### config.mk
export PLATFORM = sky130hd
export DESIGN_NAME = altitude_callout_detector
export DESIGN_NICKNAME = d
export VERILOG_FILES = /design/src/rtl/acd_pkg.sv /design/src/rtl/acd_eval.sv /design/src/rtl/altitude_callout_detector.sv
export SDC_FILE = /design/constraint.sdc
export NUM_CORES = 1
export LEC_CHECK = 0
export BUFFER_PORTS_ARGS = -buffer_cell sky130_fd_sc_hd__buf_2
export CAP_MARGIN = 30
export CORE_MARGIN = 2
export CORE_UTILIZATION = 35
export CTS_BUF_LIST = sky130_fd_sc_hd__clkbuf_8
export DETAILED_ROUTE_END_ITERATION = 8
export PLACE_DENSITY = 0.48
export REMOVE_ABC_BUFFERS = 1
export SETUP_SLACK_MARGIN = 0.5
export SYNTH_ARGS = -nofsm -noshare
export SYNTH_HDL_FRONTEND = slang
export SYNTH_SLANG_ARGS = --single-unit
### constraint.sdc
create_clock -name clk_i -period 8.7 [get_ports clk_i]
set_input_delay 1.74 -clock clk_i [delete_from_list [all_inputs] [get_ports clk_i]]
set_output_delay 1.74 -clock clk_i [all_outputs]
set_load 0.005 [all_outputs]
### src/rtl/acd_pkg.sv
// Shared types, constants and the altitude mark table for the callout detector.
package acd_pkg;

  localparam int unsigned AltW     = 25;
  localparam int unsigned CmpW     = 26;
  localparam int unsigned SpeedW   = 18;
  localparam int unsigned TimeW    = 32;
  localparam int unsigned CfgAltW  = 24;
  localparam int unsigned GapW     = 16;
  localparam int unsigned CfgDataW = 24;
  localparam int unsigned CfgIdxW  = 2;
  localparam int unsigned KindW    = 2;
  localparam int unsigned MarkW    = 13;
  localparam int unsigned MarkCount = 30;
  localparam int unsigned FracW    = 4;

  localparam logic [CfgIdxW-1:0] CfgGearAlt  = 2'd0;
  localparam logic [CfgIdxW-1:0] CfgClearAlt = 2'd1;
  localparam logic [CfgIdxW-1:0] CfgGap      = 2'd2;
  localparam logic [CfgIdxW-1:0] CfgGearPres = 2'd3;

  localparam logic [CfgAltW-1:0] GearAltReset  = 24'd4400;
  localparam logic [CfgAltW-1:0] ClearAltReset = 24'd24000;
  localparam logic [GapW-1:0]    GapReset      = 16'd2000;

  localparam logic signed [SpeedW-1:0] GearRateLimit  = -18'sd4;
  localparam logic signed [SpeedW-1:0] ClearRateLimit = -18'sd2400;

  typedef enum logic [KindW-1:0] {
    KIND_NONE  = 2'd0,
    KIND_GEAR  = 2'd1,
    KIND_CLEAR = 2'd2,
    KIND_MARK  = 2'd3
  } acd_kind_e;

  typedef struct packed {
    logic signed [AltW-1:0]   altitude;
    logic signed [SpeedW-1:0] vertical_speed;
    logic                     ground_contact;
    logic                     gear_down;
    logic [TimeW-1:0]         sim_time_ms;
  } acd_sample_t;

  typedef struct packed {
    logic [CfgAltW-1:0] gear_warning_altitude;
    logic [CfgAltW-1:0] clearance_altitude;
    logic [GapW-1:0]    callout_gap_ms;
    logic               gear_present;
  } acd_cfg_t;

  typedef struct packed {
    acd_kind_e        kind;
    logic [MarkW-1:0] mark;
    logic             arm_holdoff;
  } acd_decision_t;

  function automatic logic [MarkW-1:0] mark_value(input logic [4:0] idx);
    logic [MarkW-1:0] v;
    case (idx)
      5'd0:    v = 13'd5000;
      5'd1:    v = 13'd4000;
      5'd2:    v = 13'd3000;
      5'd3:    v = 13'd2000;
      5'd4:    v = 13'd1000;
      5'd5:    v = 13'd900;
      5'd6:    v = 13'd800;
      5'd7:    v = 13'd700;
      5'd8:    v = 13'd600;
      5'd9:    v = 13'd500;
      5'd10:   v = 13'd400;
      5'd11:   v = 13'd300;
      5'd12:   v = 13'd200;
      5'd13:   v = 13'd100;
      5'd14:   v = 13'd75;
      5'd15:   v = 13'd50;
      5'd16:   v = 13'd40;
      5'd17:   v = 13'd30;
      5'd18:   v = 13'd20;
      5'd19:   v = 13'd15;
      5'd20:   v = 13'd10;
      5'd21:   v = 13'd9;
      5'd22:   v = 13'd8;
      5'd23:   v = 13'd7;
      5'd24:   v = 13'd6;
      5'd25:   v = 13'd5;
      5'd26:   v = 13'd4;
      5'd27:   v = 13'd3;
      5'd28:   v = 13'd2;
      5'd29:   v = 13'd1;
      default: v = 13'd0;
    endcase
    return v;
  endfunction

endpackage

### src/rtl/acd_eval.sv
// Event decision for one registered sample against the previous altitude.
module acd_eval (
  input  acd_pkg::acd_sample_t            sample_i,
  input  acd_pkg::acd_cfg_t               cfg_i,
  input  logic signed [acd_pkg::AltW-1:0] prev_alt_i,
  input  logic [acd_pkg::TimeW-1:0]       holdoff_i,
  output acd_pkg::acd_decision_t          decision_o
);

  logic signed [acd_pkg::CmpW-1:0]   alt;
  logic signed [acd_pkg::CmpW-1:0]   prev;
  logic signed [acd_pkg::CmpW-1:0]   gwa;
  logic signed [acd_pkg::CmpW-1:0]   ca;
  logic signed [acd_pkg::SpeedW-1:0] rate;
  logic                              gear_warn;
  logic                              clear_cross;
  logic                              time_ok;
  logic [acd_pkg::MarkCount-1:0]     hit;
  logic                              any_hit;
  logic [acd_pkg::MarkW-1:0]         hit_mark;
  logic signed [acd_pkg::CmpW-1:0]   level [acd_pkg::MarkCount];

  assign alt  = acd_pkg::CmpW'(sample_i.altitude);
  assign prev = acd_pkg::CmpW'(prev_alt_i);
  assign gwa  = $signed({2'b00, cfg_i.gear_warning_altitude});
  assign ca   = $signed({2'b00, cfg_i.clearance_altitude});
  assign rate = sample_i.ground_contact ? '0 : sample_i.vertical_speed;

  assign gear_warn = cfg_i.gear_present && (alt < prev) && (alt < gwa) &&
                     !sample_i.gear_down && (rate <= acd_pkg::GearRateLimit) &&
                     (alt > 0);
  assign clear_cross = (prev > ca) && (alt <= ca);
  assign time_ok     = sample_i.sim_time_ms >= holdoff_i;

  always_comb begin
    hit_mark = '0;
    for (int i = 0; i < acd_pkg::MarkCount; i++) begin
      level[i] = $signed({{(acd_pkg::CmpW - acd_pkg::MarkW - acd_pkg::FracW){1'b0}},
                          acd_pkg::mark_value(5'(i)), {acd_pkg::FracW{1'b0}}});
      hit[i]   = (prev > level[i]) && (alt <= level[i]);
    end
    for (int i = acd_pkg::MarkCount - 1; i >= 0; i--) begin
      if (hit[i]) begin
        hit_mark = acd_pkg::mark_value(5'(i));
      end
    end
  end

  assign any_hit = |hit;

  always_comb begin
    decision_o.kind        = acd_pkg::KIND_NONE;
    decision_o.mark        = '0;
    decision_o.arm_holdoff = 1'b0;
    if (!prev_alt_i[acd_pkg::AltW-1]) begin
      if (gear_warn) begin
        decision_o.kind = acd_pkg::KIND_GEAR;
      end else if (time_ok) begin
        if (clear_cross) begin
          if (rate > acd_pkg::ClearRateLimit) begin
            decision_o.kind        = acd_pkg::KIND_CLEAR;
            decision_o.arm_holdoff = 1'b1;
          end
        end else if (any_hit) begin
          decision_o.kind        = acd_pkg::KIND_MARK;
          decision_o.mark        = hit_mark;
          decision_o.arm_holdoff = 1'b1;
        end
      end
    end
  end

endmodule

### src/rtl/altitude_callout_detector.sv
// Top level of the altitude callout detector: sample register, state, result register.
//
//   channel   direction  handshake               payload
//   in        sink       in_valid_i/in_stall_o    altitude, vertical_speed, ground_contact,
//                                                 gear_down, sim_time_ms
//   out       source     out_valid_o/out_stall_i  event_kind, mark_metres
//   cfg       sink       cfg_we_i                 cfg_idx_i, cfg_data_i
//
// One transaction per cycle while the output is not stalled; a sample's event passes from the
// sample register through the decision logic into the result register, which drives the outputs.
// Reset clears the previous altitude to no-sample, the hold-off to zero, the configuration
// registers to their defaults and the valid flags. A stalled output holds its event; the sample
// register keeps accepting while the result register can drain.
module altitude_callout_detector (
  input  logic                                 clk_i,
  input  logic                                 rst_ni,
  input  logic                                 in_valid_i,
  output logic                                 in_stall_o,
  input  logic signed [acd_pkg::AltW-1:0]      altitude_i,
  input  logic signed [acd_pkg::SpeedW-1:0]    vertical_speed_i,
  input  logic                                 ground_contact_i,
  input  logic                                 gear_down_i,
  input  logic [acd_pkg::TimeW-1:0]            sim_time_ms_i,
  output logic                                 out_valid_o,
  input  logic                                 out_stall_i,
  output logic [acd_pkg::KindW-1:0]            event_kind_o,
  output logic [acd_pkg::MarkW-1:0]            mark_metres_o,
  input  logic                                 cfg_we_i,
  input  logic [acd_pkg::CfgIdxW-1:0]          cfg_idx_i,
  input  logic [acd_pkg::CfgDataW-1:0]         cfg_data_i
);

  acd_pkg::acd_cfg_t               cfg_q;
  acd_pkg::acd_sample_t            sample_q;
  logic                            sample_valid_q;
  logic signed [acd_pkg::AltW-1:0] prev_alt_q;
  logic [acd_pkg::TimeW-1:0]       holdoff_q;
  logic [acd_pkg::TimeW-1:0]       holdoff_d;
  logic [acd_pkg::TimeW:0]         holdoff_sum;
  acd_pkg::acd_decision_t          decision;
  logic                            out_valid_q;
  acd_pkg::acd_kind_e              kind_q;
  logic [acd_pkg::MarkW-1:0]       mark_q;
  logic                            out_free;
  logic                            advance;
  logic                            accept;

  assign out_free   = !out_valid_q || !out_stall_i;
  assign advance    = sample_valid_q && out_free;
  assign in_stall_o = sample_valid_q && !out_free;
  assign accept     = in_valid_i && !in_stall_o;

  always_ff @(posedge clk_i or negedge rst_ni) begin
    if (!rst_ni) begin
      cfg_q.gear_warning_altitude <= acd_pkg::GearAltReset;
      cfg_q.clearance_altitude    <= acd_pkg::ClearAltReset;
      cfg_q.callout_gap_ms        <= acd_pkg::GapReset;
      cfg_q.gear_present          <= 1'b1;
    end else if (cfg_we_i) begin
      unique case (cfg_idx_i)
        acd_pkg::CfgGearAlt:  cfg_q.gear_warning_altitude <= cfg_data_i;
        acd_pkg::CfgClearAlt: cfg_q.clearance_altitude    <= cfg_data_i;
        acd_pkg::CfgGap:      cfg_q.callout_gap_ms        <= cfg_data_i[acd_pkg::GapW-1:0];
        acd_pkg::CfgGearPres: cfg_q.gear_present          <= cfg_data_i[0];
        default: ;
      endcase
    end
  end

  always_ff @(posedge clk_i or negedge rst_ni) begin
    if (!rst_ni) begin
      sample_valid_q <= 1'b0;
    end else if (accept) begin
      sample_valid_q <= 1'b1;
    end else if (advance) begin
      sample_valid_q <= 1'b0;
    end
  end

  always_ff @(posedge clk_i) begin
    if (accept) begin
      sample_q.altitude       <= altitude_i;
      sample_q.vertical_speed <= vertical_speed_i;
      sample_q.ground_contact <= ground_contact_i;
      sample_q.gear_down      <= gear_down_i;
      sample_q.sim_time_ms    <= sim_time_ms_i;
    end
  end

  acd_eval u_eval (
    .sample_i   (sample_q),
    .cfg_i      (cfg_q),
    .prev_alt_i (prev_alt_q),
    .holdoff_i  (holdoff_q),
    .decision_o (decision)
  );

  assign holdoff_sum = {1'b0, sample_q.sim_time_ms} +
                       {{(acd_pkg::TimeW + 1 - acd_pkg::GapW){1'b0}}, cfg_q.callout_gap_ms};
  assign holdoff_d   = holdoff_sum[acd_pkg::TimeW] ? '1 : holdoff_sum[acd_pkg::TimeW-1:0];

  always_ff @(posedge clk_i or negedge rst_ni) begin
    if (!rst_ni) begin
      prev_alt_q <= '1;
      holdoff_q  <= '0;
    end else if (advance) begin
      prev_alt_q <= sample_q.altitude;
      if (decision.arm_holdoff) begin
        holdoff_q <= holdoff_d;
      end
    end
  end

  always_ff @(posedge clk_i or negedge rst_ni) begin
    if (!rst_ni) begin
      out_valid_q <= 1'b0;
    end else if (out_free) begin
      out_valid_q <= advance;
    end
  end

  always_ff @(posedge clk_i) begin
    if (advance) begin
      kind_q <= decision.kind;
      mark_q <= decision.mark;
    end
  end

  assign out_valid_o   = out_valid_q;
  assign event_kind_o  = kind_q;
  assign mark_metres_o = mark_q;

endmodule

==> results.toml <==
[global_route]
grt_max_degree = 67
antenna_found_initial = 1
grtUsageTotal = 0.2302
grt_pass1_vias = 12653
grt_remaining_overflow = 0
grt_pass1_wl_um = 78310

[synth]
yosysTopAreaCellShare = 0.1835
synth.top_cells.by_area = "edfxtp_1 (18%), dfrtp_1 (13%), ha_1 (12%), dfstp_2 (7.5%), o21ai_0 (3.7%)"
synth-seq-cells = 216
synth_edf_count = 92
synth.distinct_cells = 85
synth_warnings = 0
synth.avg_cell_area_um2 = 9.684
ys.flop_type = "edfxtp_1"
synth_common_cells = "ha_1 (143), nand2_1 (129), inv_1 (118)"
async_reset_ff_frac = 0.5741
synthesis.instances = 1555
synth_top_area_cell = "edfxtp_1"
synth-seq-area-share = 0.3931
syn_area_um2 = 15060
synth.most_common_cell = "ha_1"

[power_and_ir_drop]
ir_drop_uv = 108.3
power.density_nw_per_um2 = 216.3
p_leak_nw = 7.288

[layout]
drive_gt1_frac = 0.2072
syn_to_final_growth_pct = 13.06
fin_nets = 1922

[clock_network]
htree_num_levels = 2
cts_setup_buffers = 0
cts-resized-gates = 0
hold_buffers = 0
clk_latency_ps = 620
clock_path_buffers = 3
cts_tree = "built"
cts_root_buffer = "clkbuf_8"
clkTransAtPathRegs_ps = 60
numCtsBuffers = 43
numClockSinks = 216

[critical_path]
critPathArrivalTime_ps = 5530
critical_path_class = "flop to flop"
start_kind = "flop"
worstPathRequired_ps = 9180
endpoint_kind = "flop"
path_max_fanout = 32

[timing]
worstMarginPinSlew_ps = 1029
fin_crit_sh = 0.5810
grt_setup_unrepaired = "no"
hold_slack_ps = 487.1
period_minus_slack_ps = 5055
final-setup-viol-count = 0
slew_headroom = 0.3100
tns_ps = 0
finalMaxSlewViolations = 0
clock.fmax_mhz = 197.8
hold_viol = 0
finClkSkew_ps = 39.75

[job]
maxCapViolCount = 0

[drt]
drt_pass1_iterations = 5
drtIter0Drc = 1065
wl_met3_um = 3289
wl_met1_um = 23640
vias = 12792
highest_layer = "met4"
wirelength_um = 50720
drc = 0
wl_per_cell_um = 22.60
ant_nets = 0
met2_length_um = 22330
viasPerCell = 5.701

[place]
port_buffers = 124
hpwlAfterDp_um = 37720
place_congestion = 0.9504

[floorplanning]
die_x_um = 211.4
coreArea_um2 = 42230
ios = 125
rows = 75
start_util = 0.3566
die-area_um2 = 44700
die_h_um = 211.4

[worst_hold_path]
hold_path_class = "flop to flop"

[outcome]
status = "complete, no violations"
flip-flops by register name (all words and copies together), names as in the netlist:
signal,flops
sample_valid_q,1
prev_alt_q,25
sample_q,77
holdoff_q,32
mark_metres_o,13
out_valid_o,1
cfg_q,65
event_kind_o,2
final cells by class:
class,instances,area (um2)
antenna,1,2.502
clock buffer,48,660.6
clock inverter,31,135.1
fill,4260,25200
inverter,120,450.4
multi-input combinational,1145,8392
sequential,216,5919
tap,539,674.4
timing repair buffer,144,790.8
where the power goes:
part	internal (mW)	total, mW	switching, mW	leakage [nW]
Sequential	1.29	1.45	0.158	2.30
Combinational	0.548	1.25	0.706	4.49
Clock	0.505	0.978	0.473	0.497
worst paths after layout:
kind                                             from                        end  slack, ps  cells after the start
max                            sample_q[76]$_DFFE_PP_  holdoff_q[31]$_DFFE_PN0P_       3650                     12
min                        sample_valid_q$_DFFE_PN0P_    out_valid_o$_DFFE_PN0P_        490                      1
max reg2reg                    sample_q[76]$_DFFE_PP_  holdoff_q[31]$_DFFE_PN0P_       3650                     12
min reg2reg                sample_valid_q$_DFFE_PN0P_    out_valid_o$_DFFE_PN0P_        490                      1
max in group asynchronous                      rst_ni      cfg_q[18]$_DFFE_PN0P_       6260                      2
min in group asynchronous                      rst_ni   holdoff_q[8]$_DFFE_PN0P_       1170                      1
cells by family (layout without fill, tap and decap cells):
family,after synthesis,in the layout,synth area share
and+or+nand+nor,518,518,0.1903
AOI/OAI and AO/OA,386,386,0.1708
DFF,216,216,0.3931
buffers and inverters,194,343,0.05085
adders and majority gates,144,144,0.1201
muxes,78,78,0.06381
xor gates and xnor gates,19,19,0.01105
other,0,1,0
critical path, stage by stage, from the launching register on:
cell and delay, ps:
edfxtp_1 350, buf_4 260, or3_1 570, nor4_1 710
o21ai_0 280, a211oi_1 880, nor2_1 240, nand2b_1 160
or4_4 180, nor3b_4 60, nor3b_4 240, buf_4 550
mux2_2 400
through the flow:
stage | total power [mW] | utilization | setup slack, ps | cells | instance area [um2]
6_report | 3.683 | 0.4032 | 3645 | 2244 | 17030
5_1_grt | 3.962 | 0.4031 | 3374 | 2243 | 17020
4_1_cts | 3.729 | 0.4031 | 3738 | 2243 | 17020
3_5_place_dp | 2.710 | 0.3843 | 3768 | 2164 | 16230
3_3_place_gp | 2.700 | 0.3834 | 3694 | 2161 | 16190
2_1_floorplan | 2.291 | - | 2707 | 1481 | 14740
routing by layer:
| layer | up-vias | global-route usage |
|---|---|---|
| li1 | 6071 | - |
| met1 | 6215 | 0.3260 |
| met2 | 408 | 0.3503 |
| met3 | 98 | 0.04851 |
| met4 | 0 | 0.07285 |
| met5 | - | 0 |
cell usage in the layout, fill, tap and decap left out, types with 15 or more instances in the layout:
cell / instances
and3_1: 24
nor3_1: 43
a21o_1: 40
clkbuf_8: 48
mux2_2: 44
o21a_1: 15
buf_4: 17
edfxtp_1: 92
nand3_1: 36
ha_1: 143
nor4_1: 28
buf_2: 124
o21ai_0: 112
or3_1: 17
nand2b_1: 25
a21oi_1: 63
mux2_4: 25
nor2b_1: 21
a31oi_1: 22
nor2_1: 73
o211ai_1: 15
dfrtp_1: 81
dfstp_2: 43
inv_1: 141
a211oi_1: 22
nand2_1: 129
nand4_1: 45
No activity file was read; power rests on OpenSTA's default activity.
